File: config.mk
export PLATFORM = sky130hd
export DESIGN_NAME = reed_solomon_parity_encoder_flat
export DESIGN_NICKNAME = d
export VERILOG_FILES = /design/src/rtl/rspe_pkg.sv /design/src/rtl/rspe_in_if.sv /design/src/rtl/rspe_out_if.sv /design/src/rtl/rspe_front.sv /design/src/rtl/rspe_back.sv /design/src/rtl/reed_solomon_parity_encoder.sv /design/src/flat_wrapper.sv
export SDC_FILE = /design/constraint.sdc
export NUM_CORES = 1
export LEC_CHECK = 0
export BUFFER_PORTS_ARGS = -buffer_cell sky130_fd_sc_hd__buf_2
export CELL_PAD_IN_SITES_DETAIL_PLACEMENT = 1
export CELL_PAD_IN_SITES_GLOBAL_PLACEMENT = 1
export CORE_MARGIN = 3
export CORE_UTILIZATION = 35
export CTS_CLUSTER_DIAMETER = 200
export CTS_CLUSTER_SIZE = 12
export DETAILED_ROUTE_END_ITERATION = 7
export PLACE_DENSITY = 0.67
export SYNTH_ARGS = -nofsm -noshare
export SYNTH_HDL_FRONTEND = slang
export SYNTH_SLANG_ARGS = --single-unit
File: constraint.sdc
create_clock -name clk_i -period 3.58 [get_ports clk_i]
set_input_delay 0.716 -clock clk_i [delete_from_list [all_inputs] [get_ports clk_i]]
set_output_delay 0.716 -clock clk_i [all_outputs]
set_load 0.02 [all_outputs]
File: src/rtl/rspe_pkg.sv
// rspe_pkg: shared constants, types and gf(256) helpers for the reed-solomon parity encoder
// depends on nothing; used by rspe_front, rspe_back and reed_solomon_parity_encoder through scoped names
package rspe_pkg;

  localparam int NUM_PARITY = 26;
  localparam logic [8:0] FieldPoly = 9'h11D;
  localparam logic [7:0] Alpha = 8'h02;

  localparam int CntW = $clog2(NUM_PARITY);
  localparam int QueueDepth = 2;
  localparam int QPtrW = $clog2(QueueDepth);
  localparam int QCntW = $clog2(QueueDepth + 1);

  typedef logic [NUM_PARITY-1:0][7:0] gen_t;

  typedef struct packed {
    logic [7:0] data_byte;
    logic       block_end;
  } item_t;

  // shift-and-add multiply, reduced by the field polynomial
  function automatic logic [7:0] gf_mul(input logic [7:0] a, input logic [7:0] b);
    logic [7:0] acc;
    logic [8:0] sh;
    acc = 8'h00;
    sh  = {1'b0, a};
    for (int k = 0; k < 8; k++) begin
      if (b[k]) begin
        acc = acc ^ sh[7:0];
      end
      sh = {sh[7:0], 1'b0};
      if (sh[8]) begin
        sh = sh ^ FieldPoly;
      end
    end
    return acc;
  endfunction

  // generator with roots alpha^0 .. alpha^(NUM_PARITY-1), highest term implicit
  function automatic gen_t build_gen();
    gen_t       g;
    logic [7:0] root;
    g    = '0;
    root = 8'h01;
    g[NUM_PARITY-1] = 8'h01;
    for (int i = 0; i < NUM_PARITY; i++) begin
      for (int j = 0; j < NUM_PARITY; j++) begin
        g[j] = gf_mul(g[j], root);
        if (j + 1 < NUM_PARITY) begin
          g[j] = g[j] ^ g[j+1];
        end
      end
      root = gf_mul(root, Alpha);
    end
    return g;
  endfunction

  localparam gen_t GenCoef = build_gen();

endpackage

File: src/rtl/rspe_in_if.sv
// rspe_in_if: data byte channel with valid/ready handshake
// depends on nothing
interface rspe_in_if;
  logic       valid;
  logic       ready;
  logic [7:0] data_byte;
  logic       block_end;

  modport source (output valid, output data_byte, output block_end, input ready);
  modport sink (input valid, input data_byte, input block_end, output ready);
endinterface

File: src/rtl/rspe_out_if.sv
// rspe_out_if: encoded byte channel with valid/ready handshake
// depends on nothing
interface rspe_out_if;
  logic       valid;
  logic       ready;
  logic [7:0] out_byte;
  logic       is_parity;
  logic       run_end;

  modport source (output valid, output out_byte, output is_parity, output run_end, input ready);
  modport sink (input valid, input out_byte, input is_parity, input run_end, output ready);
endinterface

File: src/rtl/rspe_front.sv
// rspe_front: accepts input beats into a short queue toward the encoder back end
// depends on rspe_pkg, rspe_in_if
module rspe_front (
  input  logic                clk_i,
  input  logic                rst_ni,
  rspe_in_if.sink             data_i,
  output logic                q_valid_o,
  output rspe_pkg::item_t     q_item_o,
  input  logic                q_pop_i
);

  rspe_pkg::item_t                   mem_q [rspe_pkg::QueueDepth];
  logic [rspe_pkg::QPtrW-1:0]        wr_ptr_q, wr_ptr_d;
  logic [rspe_pkg::QPtrW-1:0]        rd_ptr_q, rd_ptr_d;
  logic [rspe_pkg::QCntW-1:0]        cnt_q, cnt_d;
  logic                              push;
  logic                              pop;

  assign data_i.ready = (cnt_q != rspe_pkg::QCntW'(rspe_pkg::QueueDepth));
  assign push         = data_i.valid && data_i.ready;
  assign q_valid_o    = (cnt_q != '0);
  assign pop          = q_pop_i && q_valid_o;
  assign q_item_o     = mem_q[rd_ptr_q];

  always_comb begin
    wr_ptr_d = wr_ptr_q;
    rd_ptr_d = rd_ptr_q;
    cnt_d    = cnt_q;
    if (push) begin
      wr_ptr_d = (wr_ptr_q == rspe_pkg::QPtrW'(rspe_pkg::QueueDepth - 1)) ? '0
                                                                        : wr_ptr_q + 1'b1;
    end
    if (pop) begin
      rd_ptr_d = (rd_ptr_q == rspe_pkg::QPtrW'(rspe_pkg::QueueDepth - 1)) ? '0
                                                                        : rd_ptr_q + 1'b1;
    end
    if (push && !pop) begin
      cnt_d = cnt_q + 1'b1;
    end else if (pop && !push) begin
      cnt_d = cnt_q - 1'b1;
    end
  end

  always_ff @(posedge clk_i or negedge rst_ni) begin
    if (!rst_ni) begin
      wr_ptr_q <= '0;
      rd_ptr_q <= '0;
      cnt_q    <= '0;
    end else begin
      wr_ptr_q <= wr_ptr_d;
      rd_ptr_q <= rd_ptr_d;
      cnt_q    <= cnt_d;
    end
  end

  always_ff @(posedge clk_i) begin
    if (push) begin
      mem_q[wr_ptr_q] <= '{data_byte: data_i.data_byte, block_end: data_i.block_end};
    end
  end

endmodule

File: src/rtl/rspe_back.sv
// rspe_back: lfsr remainder update, data echo and parity drain into an output register
// depends on rspe_pkg, rspe_out_if
module rspe_back (
  input  logic                clk_i,
  input  logic                rst_ni,
  input  logic                q_valid_i,
  input  rspe_pkg::item_t     q_item_i,
  output logic                q_pop_o,
  rspe_out_if.source          code_o
);

  localparam int N = rspe_pkg::NUM_PARITY;

  logic [N-1:0][7:0]           rem_q, rem_d;
  logic [N-1:0][7:0]           rem_shift;
  logic [N-1:0][7:0]           rem_fold;
  logic [7:0]                  factor;
  logic                        drain_q, drain_d;
  logic [rspe_pkg::CntW-1:0]   cnt_q, cnt_d;
  logic                        last_par;
  logic                        adv;
  logic                        take;
  logic                        ovalid_q, ovalid_d;
  logic [7:0]                  obyte_q, obyte_d;
  logic                        opar_q, opar_d;
  logic                        oend_q, oend_d;

  // output register frees when empty or taken this cycle
  assign adv      = !ovalid_q || code_o.ready;
  assign q_pop_o  = !drain_q && adv;
  assign take     = q_pop_o && q_valid_i;
  assign factor   = q_item_i.data_byte ^ rem_q[0];
  assign last_par = (cnt_q == rspe_pkg::CntW'(N - 1));

  always_comb begin
    for (int j = 0; j < N; j++) begin
      rem_shift[j] = (j < N - 1) ? rem_q[(j < N - 1) ? j + 1 : j] : 8'h00;
      rem_fold[j]  = rem_shift[j] ^ rspe_pkg::gf_mul(rspe_pkg::GenCoef[j], factor);
    end
  end

  always_comb begin
    rem_d    = rem_q;
    drain_d  = drain_q;
    cnt_d    = cnt_q;
    ovalid_d = ovalid_q;
    obyte_d  = obyte_q;
    opar_d   = opar_q;
    oend_d   = oend_q;
    if (adv) begin
      ovalid_d = 1'b0;
    end
    if (drain_q && adv) begin
      // shifting out all parity bytes leaves the remainder cleared
      rem_d    = rem_shift;
      ovalid_d = 1'b1;
      obyte_d  = rem_q[0];
      opar_d   = 1'b1;
      oend_d   = last_par;
      cnt_d    = last_par ? '0 : cnt_q + 1'b1;
      drain_d  = !last_par;
    end else if (take) begin
      rem_d    = rem_fold;
      ovalid_d = 1'b1;
      obyte_d  = q_item_i.data_byte;
      opar_d   = 1'b0;
      oend_d   = 1'b0;
      drain_d  = q_item_i.block_end;
      cnt_d    = '0;
    end
  end

  always_ff @(posedge clk_i or negedge rst_ni) begin
    if (!rst_ni) begin
      rem_q    <= '0;
      drain_q  <= 1'b0;
      cnt_q    <= '0;
      ovalid_q <= 1'b0;
    end else begin
      rem_q    <= rem_d;
      drain_q  <= drain_d;
      cnt_q    <= cnt_d;
      ovalid_q <= ovalid_d;
    end
  end

  always_ff @(posedge clk_i) begin
    obyte_q <= obyte_d;
    opar_q  <= opar_d;
    oend_q  <= oend_d;
  end

  assign code_o.valid     = ovalid_q;
  assign code_o.out_byte  = obyte_q;
  assign code_o.is_parity = opar_q;
  assign code_o.run_end   = oend_q;

endmodule

File: src/rtl/reed_solomon_parity_encoder.sv
// path: an accepted data beat passes through the queue into the output register as its echo
// throughput: while code_o.ready holds, one data beat per cycle, and a beat with block_end
//   adds NUM_PARITY parity beats, one per cycle, during which the back end holds the queue
//   and the input stalls once full
// reset: rst_ni asynchronous active low clears the queue, the remainder, the drain counter
//   and the output valid; no clearing pass is needed
module reed_solomon_parity_encoder (
  input  logic        clk_i,
  input  logic        rst_ni,
  rspe_in_if.sink     data_i,
  rspe_out_if.source  code_o
);

  // queue head toward the back end
  logic            q_valid;
  rspe_pkg::item_t q_item;
  logic            q_pop;

  // front: takes input beats into a two-entry queue, ready while not full
  rspe_front u_front (
    .clk_i     (clk_i),
    .rst_ni    (rst_ni),
    .data_i    (data_i),
    .q_valid_o (q_valid),
    .q_item_o  (q_item),
    .q_pop_i   (q_pop)
  );

  // back: folds each byte into the lfsr remainder (constant gf multipliers as xor nets),
  // echoes it, and on block end drains the remainder lowest index first, flagging the last
  rspe_back u_back (
    .clk_i     (clk_i),
    .rst_ni    (rst_ni),
    .q_valid_i (q_valid),
    .q_item_i  (q_item),
    .q_pop_o   (q_pop),
    .code_o    (code_o)
  );

endmodule

File: src/flat_wrapper.sv
// flat-port wrapper written by rule: the top's interface ports become plain ports
module reed_solomon_parity_encoder_flat 
  (clk_i, rst_ni, data_i_valid, data_i_data_byte, data_i_block_end, data_i_ready, code_o_valid, code_o_out_byte, code_o_is_parity, code_o_run_end, code_o_ready);
  rspe_in_if data_i_i ();
  rspe_out_if code_o_i ();
  input  logic clk_i;
  input  logic rst_ni;
  input wire logic [$bits(data_i_i.valid)-1:0] data_i_valid;
  input wire logic [$bits(data_i_i.data_byte)-1:0] data_i_data_byte;
  input wire logic [$bits(data_i_i.block_end)-1:0] data_i_block_end;
  output wire logic [$bits(data_i_i.ready)-1:0] data_i_ready;
  output wire logic [$bits(code_o_i.valid)-1:0] code_o_valid;
  output wire logic [$bits(code_o_i.out_byte)-1:0] code_o_out_byte;
  output wire logic [$bits(code_o_i.is_parity)-1:0] code_o_is_parity;
  output wire logic [$bits(code_o_i.run_end)-1:0] code_o_run_end;
  input wire logic [$bits(code_o_i.ready)-1:0] code_o_ready;
  assign data_i_i.valid = data_i_valid;
  assign data_i_i.data_byte = data_i_data_byte;
  assign data_i_i.block_end = data_i_block_end;
  assign data_i_ready = data_i_i.ready;
  assign code_o_valid = code_o_i.valid;
  assign code_o_out_byte = code_o_i.out_byte;
  assign code_o_is_parity = code_o_i.is_parity;
  assign code_o_run_end = code_o_i.run_end;
  assign code_o_i.ready = code_o_ready;
  reed_solomon_parity_encoder u_core (.clk_i(clk_i), .rst_ni(rst_ni), .data_i(data_i_i), .code_o(code_o_i));
endmodule
**Word level (Yosys, flattened, before mapping)**

Memory sizes are Yosys's and may differ from the RTL's.
Cells that the tools add are included.
W data, S select, Z words.

- Register bits: 229
- Memory bits (writable): 18
- Input bits: 13
- Output and inout bits: 12
- Memories: 1

- Add/subtract/negate cells: 5
- Equality and inequality tests: 2
- Muxes and demuxes: 220
- Bitwise logic cells: 201
- Reduce and logical (&&, ||, !) cells: 16

Memories:

| memory | words | bits a word | rd ports | clocked after Yosys merged registers in | wr ports | line | source |
|---|---|---|---|---|---|---|---|
| u_core.u_front.mem_q | 2 | 9 | 1 | 0 | 1 | rspe_front.sv:12 | `rspe_pkg::item_t mem_q [rspe_pkg::QueueDepth];` |

Operators by type and width:

| kind | count |
|---|---|
| $mux W8 | 100 |
| $mux W208 | 2 |
| $mux W7 | 49 |
| $not A4 Y4 | 54 |
| $xor A8 B8 Y8 | 26 |
| $not A5 Y5 | 39 |
| $mux W6 | 29 |
| $not A3 Y3 | 35 |
| $not A6 Y6 | 17 |
| $mux W5 | 16 |
| $not A2 Y2 | 20 |
| $mux W4 | 7 |
| $not A7 Y7 | 4 |
| $mux W1 | 11 |
| $mux W3 | 3 |
| $not A8 Y8 | 1 |
| $logic_and A1 B1 Y1 | 6 |
| $mux W2 | 3 |
| $reduce_bool A2 Y1 | 3 |
| $add A5 B1 Y5 const B | 1 |
| $eq A5 B5 Y1 const B | 1 |
| $logic_not A1 Y1 | 5 |
| $not A1 Y1 const A | 5 |
| $reduce_bool A3 Y1 | 1 |
| 5 further kinds | 6 |

**Logic depth before layout (Yosys ltp)**

An unclocked memory read counts as a cell.

- Word-level depth: 20
- Mapped depth: 10
- Gate-level depth less buffers: 7

**Cells and area by module**

From an unflattened synthesis, not the netlist that was laid out.

- Cells, all modules: 1438
- Area total of the unflattened synthesis: 13529.2 µm²

By module, submodules not included:

| module | instances | cells an instance | area each (µm²) |
|---|---|---|---|
| rspe_back | 1 | 1392 | 12668.4 |
| rspe_front | 1 | 46 | 860.8 |

**Worst setup path before layout**

No wires, ideal clock.

- Path kind: input -> register
- From: in code_o_ready
- To: reg u_core.u_back.obyte_q[0], in the netlist u_core.u_back.code_o.out_byte[0] (enable)
- Setup time: 0.334 ns
- Data arrival time: 2.415 ns
- Data required time: 3.246 ns
- Setup slack: 0.831 ns
- Cell stages on the path: 8
- Path through: nand2b_1 > and2_1 > clkbuf_1 > nor2_1 > clkbuf_1 > clkinv_1 > clkbuf_1 > clkbuf_1

- Longest elaborated chain between the ends: 4
- Elaborated cells on any way between the ends: 5
- Those cells by class: reduce/logical: 5

Ends and longest elaborated chain:

| what | line | source |
|---|---|---|
| from (decl) | flat_wrapper.sv:16 | `input wire logic [$bits(code_o_i.ready)-1:0] code_o_ready;` |
| $logic_or A1 B1 Y1 * | rspe_back.sv:29 | `assign adv = !ovalid_q \|\| code_o.ready;` |
| $logic_and A1 B1 Y1 | rspe_back.sv:30 | `assign q_pop_o = !drain_q && adv;` |
| $logic_and A1 B1 Y1 | rspe_back.sv:31 | `assign take = q_pop_o && q_valid_i;` |
| $reduce_bool A2 Y1 (no line) * | - |  |
| to (signal assigned) | rspe_back.sv:88 | `obyte_q <= obyte_d;` |
| to (decl) | rspe_back.sv:24 | `logic [7:0] obyte_q, obyte_d;` |

Every way passes the cells marked *; elsewhere a longest branch is shown, timed or not.
A chain may end at the register's enable or synchronous reset.

**Worst setup path in the final report**

- From: reg u_core.u_front.rd_ptr_q
- To: reg u_core.u_back.rem_q[109] in the netlist's numbering

- Longest elaborated chain between the ends: 17

Ends and longest elaborated chain:

| what | line | source |
|---|---|---|
| from (decl) | rspe_front.sv:14 | `logic [rspe_pkg::QPtrW-1:0] rd_ptr_q, rd_ptr_d;` |
| from (signal assigned) | rspe_front.sv:51 | `rd_ptr_q <= rd_ptr_d;` |
| $mem_v2 Z2 W9 * | - |  |
| $xor A8 B8 Y8 * | rspe_back.sv:32 | `assign factor = q_item_i.data_byte ^ rem_q[0];` |
| $mux W6 | rspe_pkg.sv:28 | `if (b[k]) begin` |
| $mux W7 | rspe_pkg.sv:28 |  |
| $not A2 Y2 (no line) | - |  |
| $mux W8 | rspe_pkg.sv:28 |  |
| $mux W7 | rspe_pkg.sv:28 |  |
| $not A5 Y5 (no line) | - |  |
| $mux W8 | rspe_pkg.sv:28 |  |
| $not A4 Y4 (no line) | - |  |
| $mux W7 | rspe_pkg.sv:28 |  |
| $mux W8 | rspe_pkg.sv:28 |  |
| $not A5 Y5 (no line) | - |  |
| $mux W8 * | rspe_pkg.sv:28 |  |
| $xor A8 B8 Y8 * | rspe_back.sv:38 | `rem_fold[j] = rem_shift[j] ^ rspe_pkg::gf_mul(rspe_pkg::GenCoef[j], factor);` |
| $mux W208 * | rspe_back.sv:62 | `end else if (take) begin` |
| $mux W208 * | rspe_back.sv:53 | `if (drain_q && adv) begin` |
| to (signal assigned) | rspe_back.sv:80 | `rem_q <= rem_d;` |
| to (decl) | rspe_back.sv:14 | `logic [N-1:0][7:0] rem_q, rem_d;` |

Every way passes the cells marked *; elsewhere a longest branch is shown, timed or not. The select of a mux whose other input is x is not followed.

==> impl_metrics.yaml <==
run_status:
  run_status: "finished, final reports clean"
finish:
  final_cell_area_sq_um: 15140
  fin_util: 0.4000
  nNetsFinal: 1425
  area_delta_synth_final_pct: 11.90
  num_antenna_cells: 0
  layout-drive-gt1-share: 0.09634
synth:
  yosys_warnings: 0
  synth_top_area_cell: "dfrtp_1"
  synthCells: 1394
  synth_top_area_frac: 0.4051
  muxShareOfSynthArea: 0.008787
  synth_top_family_by_area: "XOR/XNOR gates"
  synth_edf_count: 27
  synthAdderAreaFrac: 0.002775
  synth_xor_area_frac: 0.2550
  yosys.area_share.simple: 0.1284
  avgSynthCellArea_sq_um: 9.704
  synth_seq_cells: 247
  ys_top_cells_by_area: "dfrtp_1, xnor2_1, nand2_1"
  synth_compound_area_frac: 0.1092
  syn_nets: 1410
  synth_area_sq_um: 13530
  yosysMostFrequentCell: "dfrtp_1"
  synth_common_cells: "dfrtp_1, nand2_1, xnor2_1"
  synthFlopType: "dfrtp_1"
  synthArstFlopShare: 0.8866
  ys_types: 42
  ys_seq_area_frac: 0.4666
worst_setup_path:
  rr_endpoint: "u_core.u_back.rem_q[109]"
  cp_data_required_time_ns: 4.02
  worstSetupPathType: "reg2reg"
  ff2ff_setup_slack_ns: 0.24
  crit_start: "u_core.u_front.rd_ptr_q"
  rr_startpoint: "u_core.u_front.rd_ptr_q"
  r2r_cells: 9
  start_kind: "flop"
  crit_fanout: 8
  arrival_ns: 3.78
  end_kind: "flop"
routing:
  dr.pass1.iters: 5
  drc: 0
  vias: 9741
  wl_microns: 39220
  wl_met1_microns: 18740
  top_layer: "met4"
  ant_nets: 0
  wl_met3_microns: 1373
  drt_iter0_markers: 589
  wl_per_cell_microns: 20.29
  via_per_inst: 5.039
  dr_wl_met2_microns: 18160
clocking:
  cts_num_sinks: 247
  clk_pin_slew_ns: 0.06
  cts_tree: "yes"
  numCtsBuffers: 24
  cts_setup_buffers: 0
  clockBufferDepth: 3
  cts_resized: 0
  cts_hold_buf: 0
  clockRootBuffer: "clkbuf_16"
  htreeDepth: 1
  clkLatencyLatePin_ns: 0.55
worst_hold_path:
  min-delay-path-class: "in2async"
global_route:
  grt_pass1_vias: 10390
  antenna_found_initial: 0
  grt_max_degree: 97
  track_usage: 0.1946
  grt_pass1_wl_microns: 62830
  grt.overflow.total: 0
place:
  place_hpwl_microns: 27100
  placed_area_sq_um: 14460
  port_buffers: 24
  place_ws_ns: 0.2670
  gp_congestion: 0.8278
floorplan:
  die_w_microns: 202.6
  rows: 71
  start_util: 0.3574
  coreArea_sq_um: 37840
  die_area_sq_um: 41040
  io_pins: 25
  dieHeight_microns: 202.6
timing:
  finalCritPeriodShare: 0.9336
  setup_tns_ns: 0
  finClkSkew_ns: 0.02745
  finalMaxSlewViolations: 0
  slew-limit-headroom: 0.3263
  finalSetupViolCount: 0
  period_minus_slack_ns: 3.342
  finalHoldViolCount: 0
  grt_setup_unrepaired: "false"
  setup_slack_ns: 0.2378
  max_freq_ghz: 0.2992
  worst_pin_slew_ns: 1.006
flow_run:
  cap_violations: 0
[final cells by class]
| class | instances | area (sq um) |
|---|---|---|
| fillers | 4375 | 22710 |
| multi-input cells | 1053 | 6854 |
| flip-flops and latches | 247 | 6311 |
| clock buffers | 37 | 649.4 |
| repair buffers | 79 | 643.1 |
| well taps | 511 | 639.4 |
| clock inverters | 2 | 23.77 |
| inverters | 4 | 15.01 |
[placed cells by master, fill, tap and decap left out, types with 6 or more instances in the layout]
cell type,synthesis,routed
dfrtp_1,219,219
nand2_1,218,217
xnor2_1,183,183
nor2_1,165,164
o21ai_0,159,159
a21oi_1,89,89
xor2_1,89,89
buf_4,5,47
edfxtp_1,27,27
xnor3_1,25,25
clkbuf_16,0,24
buf_2,7,23
nand3_1,18,18
o22ai_1,15,15
xnor2_2,15,14
clkbuf_1,65,13
nor3_1,12,11
o21ai_1,8,8
buf_12,0,8
xnor2_4,6,7
nand3b_1,7,7
mux2i_1,6,6
[per-stage QoR]
| step | hold WS (ns) | std cells |
|---|---|---|
| 2_1_floorplan | 0.4204 | 1394 |
| 4_1_cts | 0.2050 | 1933 |
| 5_1_grt | 0.2149 | 1933 |
| 3_5_place_dp | 0.4868 | 1894 |
| 6_report | 0.1916 | 1933 |
| 3_3_place_gp | 0.4571 | 1894 |
[metal layers]
layer / vias up / GRT usage
li1: 4620 / -
met3: 57 / 0.02181
met1: 4916 / 0.2784
met4: 0 / 0.05320
met2: 148 / 0.3156
met5: - / 0
[how the worst max path moves through the flow]
stage | to | slack [ns] | cells after the start
2_1_floorplan | u_core.u_back.code_o.out_byte[0] | 0.83 | 8
3_3_place_gp | u_core.u_back.rem_q[109] | 0.36 | 9
3_5_place_dp | u_core.u_back.rem_q[109] | 0.27 | 9
4_1_cts | u_core.u_back.rem_q[109] | 0.23 | 9
5_1_grt | u_core.u_back.rem_q[109] | 0.1 | 9
6_report | u_core.u_back.rem_q[109] | 0.24 | 9
[worst max-delay path, stage by stage (launching register included)]
cell	delay (ns)
dfrtp_1	0.55
buf_4	0.25
mux2i_2	0.19
xnor2_2	0.62
xnor2_2	0.37
xnor2_2	0.60
buf_4	0.22
xnor2_1	0.16
a21oi_1	0.11
nand3b_1	0.16
[flip-flops by register name (all words and copies together) (netlist names), 2 cells and up]
register and cells:
u_core.u_back.rem_q 208, u_core.u_front.mem_q 18, u_core.u_back.code_o.out_byte 8, u_core.u_back.cnt_q 5, u_core.u_front.cnt_q 2
[kinds of logic (layout without fill, tap and decap cells)]
group / Yosys count / after routing
AO/OA/AOI/OAI: 285 / 285
XOR/XNOR: 322 / 322
adder cells (fa/ha/maj): 3 / 3
buffers and inverters: 94 / 122
flip-flops: 247 / 247
multiplexers: 9 / 9
AND/OR/NAND/NOR: 434 / 434
Power is left out: the tool's default activity adds up to more than one toggle a clock period on the data nets, which glitch-free logic cannot reach.
